`config.mk`:
```
export PLATFORM = sky130hd
export DESIGN_NAME = sqpc_walker
export DESIGN_NICKNAME = d
export VERILOG_FILES = /design/src/sv/sqpc_pkg.sv /design/src/sv/sqpc_walker.sv
export VERILOG_INCLUDE_DIRS = /design/src /design/src/sv
export SDC_FILE = /design/constraint.sdc
export NUM_CORES = 2
export LEC_CHECK = 0
export ABC_AREA = 1
export BUFFER_PORTS_ARGS = -buffer_cell sky130_fd_sc_hd__buf_2
export CAP_MARGIN = 5
export CORE_MARGIN = 2
export CORE_UTILIZATION = 30
export DETAILED_ROUTE_END_ITERATION = 16
export PLACE_DENSITY = 0.49
export SYNTH_ARGS = -nofsm -noshare
export SYNTH_HDL_FRONTEND = slang
export SYNTH_SLANG_ARGS = --single-unit
```
`constraint.sdc`:
```
create_clock -name clk_i -period 13.3 [get_ports clk_i]
set_input_delay 2.66 -clock clk_i [delete_from_list [all_inputs] [get_ports clk_i]]
set_output_delay 2.66 -clock clk_i [all_outputs]
set_load 0.005 [all_outputs]
```
`src/sv/schwarz_quartet_pass_counter_top_defines.svh`:
```
// ----------------------------------------------------------------------------
// Schwarz quartet pass counter: assertion macros
// Shared property forms; each expects clk_i and rst_ni in scope.
// ----------------------------------------------------------------------------
`ifndef SCHWARZ_QUARTET_PASS_COUNTER_TOP_DEFINES_SVH
`define SCHWARZ_QUARTET_PASS_COUNTER_TOP_DEFINES_SVH

// Same-cycle implication.
`define SQPC_ASSERT_NOW(label, ante, cons, msg) \
  label: assert property (@(posedge clk_i) disable iff (!rst_ni) (ante) |-> (cons)) \
    else $error(msg);

// Next-cycle implication.
`define SQPC_ASSERT_NEXT(label, ante, cons, msg) \
  label: assert property (@(posedge clk_i) disable iff (!rst_ni) (ante) |=> (cons)) \
    else $error(msg);

`endif

```
`src/sv/sqpc_pkg.sv`:
```
// ----------------------------------------------------------------------------
// sqpc_pkg
// Types, sizes and helpers shared by the quartet pass counter modules.
// ----------------------------------------------------------------------------
package sqpc_pkg;

  localparam int MaxShells   = 64;
  localparam int ShellW      = (MaxShells > 1) ? $clog2(MaxShells) : 1;
  localparam int NumW        = $clog2(MaxShells + 1);
  localparam int TableSize   = MaxShells * (MaxShells + 1) / 2;
  localparam int SlotW       = (TableSize > 1) ? $clog2(TableSize) : 1;
  localparam int PairW       = $clog2(TableSize + 1);
  localparam int FieldShellW = 6;
  localparam int ShellCntW   = 7;
  localparam int BoundW      = 31;
  localparam int ThrW        = 64;
  localparam int ProdW       = 2 * BoundW;
  localparam int CountW      = 22;
  localparam int CmdW        = 2;
  localparam int CfgIdxW     = 1;
  localparam int RowW        = FieldShellW + NumW + 2;

  typedef enum logic [CmdW-1:0] {
    CMD_CLEAR = 2'd0,
    CMD_LOAD  = 2'd1,
    CMD_COUNT = 2'd2
  } cmd_e;

  typedef enum logic [CfgIdxW-1:0] {
    CFG_PASS_THRESHOLD = 1'b0,
    CFG_SHELL_COUNT    = 1'b1
  } cfg_idx_e;

  typedef enum logic [2:0] {
    WALK_IDLE,
    WALK_SETTLE,
    WALK_OUTER_RD,
    WALK_OUTER_MUL,
    WALK_OUTER_CMP,
    WALK_INNER,
    WALK_DRAIN,
    WALK_DONE
  } walk_state_e;

  typedef struct packed {
    logic [CmdW-1:0]        command;
    logic [FieldShellW-1:0] first_shell;
    logic [FieldShellW-1:0] second_shell;
    logic [BoundW-1:0]      pair_bound;
  } in_word_t;

  typedef struct packed {
    logic [CountW-1:0] passing_count;
    logic [CountW-1:0] total_quartets;
  } out_word_t;

  typedef struct packed {
    logic start;
    logic bypass;
  } walk_ctrl_t;

  typedef struct packed {
    logic busy;
    logic done;
  } walk_stat_t;

  typedef struct packed {
    logic              en;
    logic [SlotW-1:0]  addr;
    logic [BoundW-1:0] data;
  } ram_wr_t;

  typedef struct packed {
    logic             en;
    logic [SlotW-1:0] addr;
  } ram_rd_t;

  // Packed upper-triangle slot of pair (lo, hi), lo <= hi.
  function automatic logic [SlotW-1:0] slot_of(logic [FieldShellW-1:0] lo,
                                               logic [FieldShellW-1:0] hi);
    logic [RowW-1:0] row;
    row = RowW'(lo) * (RowW'(2 * MaxShells + 1) - RowW'(lo));
    return SlotW'(row >> 1) + SlotW'(hi) - SlotW'(lo);
  endfunction

endpackage

```
`src/sv/sqpc_walker.sv`:
```
// ----------------------------------------------------------------------------
// sqpc_walker
// Quartet walk sequencer: reads outer pair bound, screens it against the
// largest bound, then streams the remaining pairs through a shared
// multiplier and counts products that reach the threshold; bypass skips the walk.
// ----------------------------------------------------------------------------
`include "schwarz_quartet_pass_counter_top_defines.svh"

module sqpc_walker
  import sqpc_pkg::*;
(
  input  logic              clk_i,
  input  logic              rst_ni,
  input  walk_ctrl_t        ctrl_i,
  input  logic [NumW-1:0]   shells_i,
  input  logic [ThrW-1:0]   thr_i,
  input  logic [BoundW-1:0] largest_i,
  input  logic [BoundW-1:0] rdata_i,
  output ram_rd_t           rd_o,
  output walk_stat_t        stat_o,
  output logic [CountW-1:0] count_o
);

  walk_state_e state_q, state_d;

  logic [ShellW-1:0] i_q, i_d, j_q, j_d, k_q, k_d, l_q, l_d;
  logic [SlotW-1:0]  oslot_q, oslot_d, islot_q, islot_d;
  logic [BoundW-1:0] qij_q, qij_d, mul_a;
  logic [ProdW-1:0]  prod_q;
  logic              v1_q, v2_q;
  logic [CountW-1:0] count_q, count_d;

  logic ge, last_i, last_j, last_k, last_l, outer_last, inner_last;

  assign ge         = {{(ThrW - ProdW){1'b0}}, prod_q} >= thr_i;
  assign last_i     = (NumW'(i_q) + NumW'(1)) == shells_i;
  assign last_j     = (NumW'(j_q) + NumW'(1)) == shells_i;
  assign last_k     = (NumW'(k_q) + NumW'(1)) == shells_i;
  assign last_l     = (NumW'(l_q) + NumW'(1)) == shells_i;
  assign outer_last = last_i && last_j;
  assign inner_last = last_k && last_l;

  // Next state
  always_comb begin
    state_d = state_q;
    case (state_q)
      WALK_IDLE: begin
        if (ctrl_i.start) begin
          state_d = ctrl_i.bypass ? WALK_SETTLE : WALK_OUTER_RD;
        end
      end
      WALK_SETTLE:    state_d = WALK_DONE;
      WALK_OUTER_RD:  state_d = WALK_OUTER_MUL;
      WALK_OUTER_MUL: state_d = WALK_OUTER_CMP;
      WALK_OUTER_CMP: begin
        if (ge) begin
          state_d = WALK_INNER;
        end else begin
          state_d = outer_last ? WALK_DONE : WALK_OUTER_RD;
        end
      end
      WALK_INNER: begin
        if (inner_last) begin
          state_d = WALK_DRAIN;
        end
      end
      WALK_DRAIN: begin
        if (!v1_q && !v2_q) begin
          state_d = outer_last ? WALK_DONE : WALK_OUTER_RD;
        end
      end
      WALK_DONE:      state_d = WALK_IDLE;
      default:        state_d = WALK_IDLE;
    endcase
  end

  // Outputs
  always_comb begin
    rd_o.en     = (state_q == WALK_OUTER_RD) || (state_q == WALK_INNER);
    rd_o.addr   = (state_q == WALK_OUTER_RD) ? oslot_q : islot_q;
    stat_o.busy = state_q != WALK_IDLE;
    stat_o.done = state_q == WALK_DONE;
  end

  // Walk indices, slots and count
  always_comb begin
    i_d     = i_q;
    j_d     = j_q;
    k_d     = k_q;
    l_d     = l_q;
    oslot_d = oslot_q;
    islot_d = islot_q;
    qij_d   = qij_q;
    count_d = count_q;

    if ((state_q == WALK_IDLE) && ctrl_i.start) begin
      i_d     = '0;
      j_d     = '0;
      oslot_d = '0;
      count_d = '0;
    end

    if (state_q == WALK_OUTER_MUL) begin
      qij_d = rdata_i;
    end

    if ((state_q == WALK_OUTER_CMP) && ge) begin
      k_d     = i_q;
      l_d     = j_q;
      islot_d = oslot_q;
    end

    // advance outer pair after a skip or a finished inner walk
    if (((state_q == WALK_OUTER_CMP) && !ge) ||
        ((state_q == WALK_DRAIN) && !v1_q && !v2_q)) begin
      if (last_j) begin
        i_d     = i_q + ShellW'(1);
        j_d     = i_q + ShellW'(1);
        oslot_d = oslot_q + (SlotW'(MaxShells) - SlotW'(j_q));
      end else begin
        j_d     = j_q + ShellW'(1);
        oslot_d = oslot_q + SlotW'(1);
      end
    end

    if (state_q == WALK_INNER) begin
      if (last_l) begin
        k_d     = k_q + ShellW'(1);
        l_d     = k_q + ShellW'(1);
        islot_d = islot_q + (SlotW'(MaxShells) - SlotW'(l_q));
      end else begin
        l_d     = l_q + ShellW'(1);
        islot_d = islot_q + SlotW'(1);
      end
    end

    if (v2_q && ge) begin
      count_d = count_q + CountW'(1);
    end
  end

  // one multiplier: screen product in OUTER_MUL, quartet product otherwise
  assign mul_a = (state_q == WALK_OUTER_MUL) ? largest_i : qij_q;

  always_ff @(posedge clk_i or negedge rst_ni) begin
    if (!rst_ni) begin
      state_q <= WALK_IDLE;
      v1_q    <= 1'b0;
      v2_q    <= 1'b0;
    end else begin
      state_q <= state_d;
      v1_q    <= state_q == WALK_INNER;
      v2_q    <= v1_q;
    end
  end

  always_ff @(posedge clk_i) begin
    i_q     <= i_d;
    j_q     <= j_d;
    k_q     <= k_d;
    l_q     <= l_d;
    oslot_q <= oslot_d;
    islot_q <= islot_d;
    qij_q   <= qij_d;
    count_q <= count_d;
    prod_q  <= ProdW'(mul_a) * ProdW'(rdata_i);
  end

  assign count_o = count_q;

  `SQPC_ASSERT_NOW(a_cmp_after_mul, state_q == WALK_OUTER_CMP,
                   $past(state_q) == WALK_OUTER_MUL, "screen compare without product")
  `SQPC_ASSERT_NOW(a_outer_rd_drained, state_q == WALK_OUTER_RD,
                   !v1_q && !v2_q, "outer read issued with quartet pipe busy")
  `SQPC_ASSERT_NEXT(a_done_to_idle, stat_o.done,
                    state_q == WALK_IDLE && !stat_o.done, "done not a single pulse")
  `SQPC_ASSERT_NOW(a_v1_from_inner, v1_q,
                   $past(rd_o.en) && $past(state_q) == WALK_INNER,
                   "quartet data valid without inner read")

endmodule
```
Word-level counts from Yosys, hierarchy flattened --
Cells that the tools add are included.
Storage, ports and cells: register bits 168, bits of input ports 137, output and inout bits 37, word-level logic and storage cells 92
Cells by class: $add $sub $neg 15, $mul 1, order comparisons 1, equal/unequal tests 14, mux-type cells 29, reduce and logical (&&, ||, !) cells 20
Operators by type and width (number):
- $mux 12 | 7
- $mux 6 | 12
- $ge 62x64->1 | 1
- $mul 31x31->62 | 1
- $mux 22 | 2
- $mux 31 | 1
- $add 6x1->7 const B | 4
- $eq 7x7->1 | 4
- $add 12x1->12 const B | 2
- $add 12x12->12 | 2
- $add 6x1->6 const B | 4
- $pmux 3 s8 | 1
- $add 22x1->22 const B | 1
- $sub 7x6->8 const A | 2
- $mux 3 | 5
- $eq 3x3->1 const B | 4
- $logic_and 1x1->1 | 9
- $eq 3x2->1 const B | 2
- $ne 2x2->1 const B | 3
- $reduce_bool 2->1 | 3
- $eq 3x1->1 const B | 1
- $logic_not 1->1 | 3
- $logic_not 3->1 | 1
- $reduce_and 3->1 | 1
- 3 further kinds | 4

Longest topological paths before layout --
depth in word-level cells 6, mapped depth 38, depth with buffers taken out 36

Worst setup path before layout --
Ideal clock, no wire load.
path type in2reg, start point input port rdata_i[7], end point register prod_q[60], library setup time 0.112 ns, arrival time 8.872 ns, data required time 13.188 ns, setup slack 4.316 ns, stages on the path 29, path buffers 2, cell sequence clkbuf_1 -> inv_1 -> clkbuf_1 -> nor2_1 -> fa_1 -> fa_1 -> inv_1 -> fa_1 -> fa_1 -> fa_1 -> inv_1 -> fa_1 -> fa_1 -> inv_1 -> fa_1 -> inv_1 -> ha_1 -> nand2_1 -> nor2_1 -> inv_1 -> nor2_1 -> and3_1 -> nand2_1 -> nand3_2 -> nand2_1 -> nand2_2 -> nand3_1 -> nand3_1 -> nand2_1
On the way: word-level cells in the longest chain between the ends 1
RTL lines:
- start, declared | RTL line sqpc_walker.sv:18 | input logic [BoundW-1:0] rdata_i,
- $mul 31x31->62 | RTL line sqpc_walker.sv:166 | prod_q <= ProdW'(mul_a) * ProdW'(rdata_i);
- end signal, assigned | RTL line sqpc_walker.sv:166
- end, declared | RTL line sqpc_walker.sv:29 | logic [ProdW-1:0] prod_q;
Every way passes these cells. A chain may end at the register's enable or synchronous reset.

Worst setup path after layout --
start point input port largest_i[23], end point register prod_q[49]
On the way: word-level cells in the longest chain between the ends 2
RTL lines:
- start, declared | RTL line sqpc_walker.sv:17 | input logic [BoundW-1:0] largest_i,
- $mux 31 | RTL line sqpc_walker.sv:143 | assign mul_a = (state_q == WALK_OUTER_MUL) ? largest_i : qij_q;
- $mul 31x31->62 | RTL line sqpc_walker.sv:166
Every way passes these cells.

==> flow_summary.ini <==
[yosys]
synth_top_area_cell = fa_1
yosys-top-cells-count = 1136 x inv_1, 865 x nand2_1, 839 x fa_1, 727 x nor2_1, 338 x ha_1
synthArstFlopShare_pct = 2.976
synth_top_area_share_pct = 41.10
synthTopCellsByArea = fa_1 41%, inv_1 10%, ha_1 10%
syn_nets = 6282
synth_seq_cells = 168
avgSynthCellArea_um2 = 8.225
synth_top_flop_cell = edfxtp_1
synth_seq_area_share_pct = 10.47
synth.most_common_cell = inv_1
yosysUniqueCellTypes = 58
synth_edf_count = 89
syn_area_um2 = 40860
syn-instance-count = 4968
ys_warn_count = 0

[cts]
cts_tree = done
clk_pin_slew_worst_paths_ps = 80
clkLatencyLatePin_ps = 520
cts_sinks = 168
hold_buffers = 0
htreeDepth = 4
cts_buffer_depth = 2
ctsResizeCount = 0
clockRootBuffer = clkbuf_16
post_cts_buffers = 0
numCtsBuffers = 17

[sta]
fmax_mhz = 95.05
maxSlewViolCount = 0
tightest_slew_ps = 1114
setup_tns_ps = 0
fin_crit_ps = 10520
finalSetupViolCount = 0
rsz0062_at_grt = no
finalWorstSetupSlack_ps = 2779
hold_violations = 0
fin_crit_sh_pct = 79.10
clock_skew_ps = 23.55
max_slew_margin_pct = 25.66

[critical_path]
cp-end-kind = flip-flop
critical-path-max-stage-delay_ps = 810
worstPathRequired_ps = 13680
crit_path_top_delay_cell = inv_1
critical_path.top_delay_family = adder cells
start_kind = input port
path_max_fanout = 20
reg2reg_depth = 25
cp-startpoint = largest_i[23]
cp_common_cell = fa_1
reg2reg_from = state_q[0]$_DFFE_PN0P_
r2r_slack_ps = 3180
critPathKind = input port to flip-flop
critPathBufInv = 6
crit_arrival_ps = 10900
r2r_end = prod_q[42]$_DFF_P_

[floorplan]
io-pin-count = 174
row_count = 135
core_area_um2 = 135300
start_util_pct = 30.20
die_h_um = 373.1
fp.dieW_um = 373.1
die-area_um2 = 139200

[global_routing]
grt_start_max_net_pins = 55
grt_overflow_total = 0
grt_pass1_vias = 34540
grt_pass1_wl_um = 216800
grt_usage_pct = 20.81
grt_antenna_before_repair = 1

[routing]
antenna_left = 0
vias = 32900
post_drt_wl_per_cell_um = 21.05
wirelength_um = 143500
drc = 0
drt_iter0_markers = 2295
first_pass_iters = 6
viasPerCell = 4.826

[cells_and_area]
drive_gt1_share_pct = 7.248
multi_input_area_um2 = 31350
nets = 6337
seq_area_um2 = 4279
area_delta_synth_final_pct = 7.973
stdcell_area_um2 = 44120
n_fill_cell = 14440

[run_status]
status = finished, final reports clean

[worst_hold_path]
whs_path_depth = 0
min_to = v2_q$_DFF_PN0_
worstHoldStart = v1_q$_DFF_PN0_
hold_class = flip-flop to flip-flop

[placed_design]
dp_hpwl_um = 116700
gp_congestion = 0.9338
portBuffers = 173
place_ws_ps = 2415
placed_area_um2 = 43500

[job]
drv_cap = 0
==> worst max-delay path by stage <==
stage	end	cells past startpoint
finish	prod_q[49]$_DFF_P_	25
global route	prod_q[42]$_DFF_P_	24
CTS	prod_q[49]$_DFF_P_	25
detailed placement	prod_q[42]$_DFF_P_	24
global placement	prod_q[49]$_DFF_P_	25
floorplan	prod_q[60]$_DFF_P_	29
==> cell usage in the layout, fill, tap and decap left out, drive strengths merged, types with 18 or more instances in the layout <==
cell type,count
a21oi,132
nand2,876
xor2,75
a31oi,18
dfxtp,74
xnor2,25
nand4,27
fa,839
nand3,116
inv,1168
nor3,27
nor2,736
o21ai,139
edfxtp,89
ha,338
clkbuf,18
or2,38
buf,228
==> through the flow <==
stage          std cells  utilization, %  hold slack [ps]
3_5_place_dp        6785           32.15            387.3
2_1_floorplan       4968               -            369.6
5_1_grt             6817           32.61            421.7
4_1_cts             6817           32.61            405.6
6_report            6818           32.61            405.9
3_3_place_gp        6785           32.15            384.9
==> cells by family after synthesis <==
group	after synthesis	share of synthesized area [%]
AOI/OAI and AO/OA	331	4.691
xor gates and xnor gates	100	2.198
adders and majority gates	1177	51.45
buffers and inverters	1353	12.92
DFF	168	10.47
muxes	2	0.05511
and+or+nand+nor	1837	18.22
==> cell type report <==
cell class / instances / share of cell area (%)
repair buffers: 228 / 2.898
diodes: 1 / 0.005672
well taps: 1781 / 5.051
flip-flops and latches: 168 / 9.699
clock inverters: 14 / 0.3857
inverters: 1161 / 9.883
clock buffers: 18 / 1.021
multi-input cells: 3447 / 71.06
==> worst reg2reg max path: stages, from the launching register on <==
cell and delay, ps:
dfrtp_1 460, nand2_2 120, nor2_4 520, buf_4 780, o21ai_2 500, inv_1 950, nand2_1 200, fa_1 630
fa_1 480, fa_1 520, fa_1 520, inv_1 50, fa_1 670, fa_1 480, fa_1 490, inv_1 50
fa_1 480, inv_1 50, ha_1 320, inv_1 110, o21ai_0 150, a31oi_1 360, o21ai_0 290, a21oi_1 330
nand3_1 260, xor2_1 220
==> per-layer routing <==
| layer | track usage, % | wire length [um] | vias to the layer above | share of wire (%) |
|---|---|---|---|---|
| met5 | 0 | 0 | - | 0 |
| met4 | 6.819 | 4959 | 0 | 3.5 |
| met3 | 2.332 | 8043 | 196 | 5.6 |
| met2 | 34.76 | 68770 | 1094 | 48 |
| met1 | 28.02 | 61710 | 16870 | 43 |
| li1 | - | - | 14750 | - |
==> sequential cells by signal (all words and copies together), names as in the netlist <==
name	count
state_q	3
oslot_q	12
k_q	6
count_o	22
v1_q	1
prod_q	62
j_q	6
v2_q	1
islot_q	12
i_q	6
l_q	6
qij_q	31
Power is not shown: default switching activity piles up to over one toggle a cycle in this logic, so the estimate is an artifact.
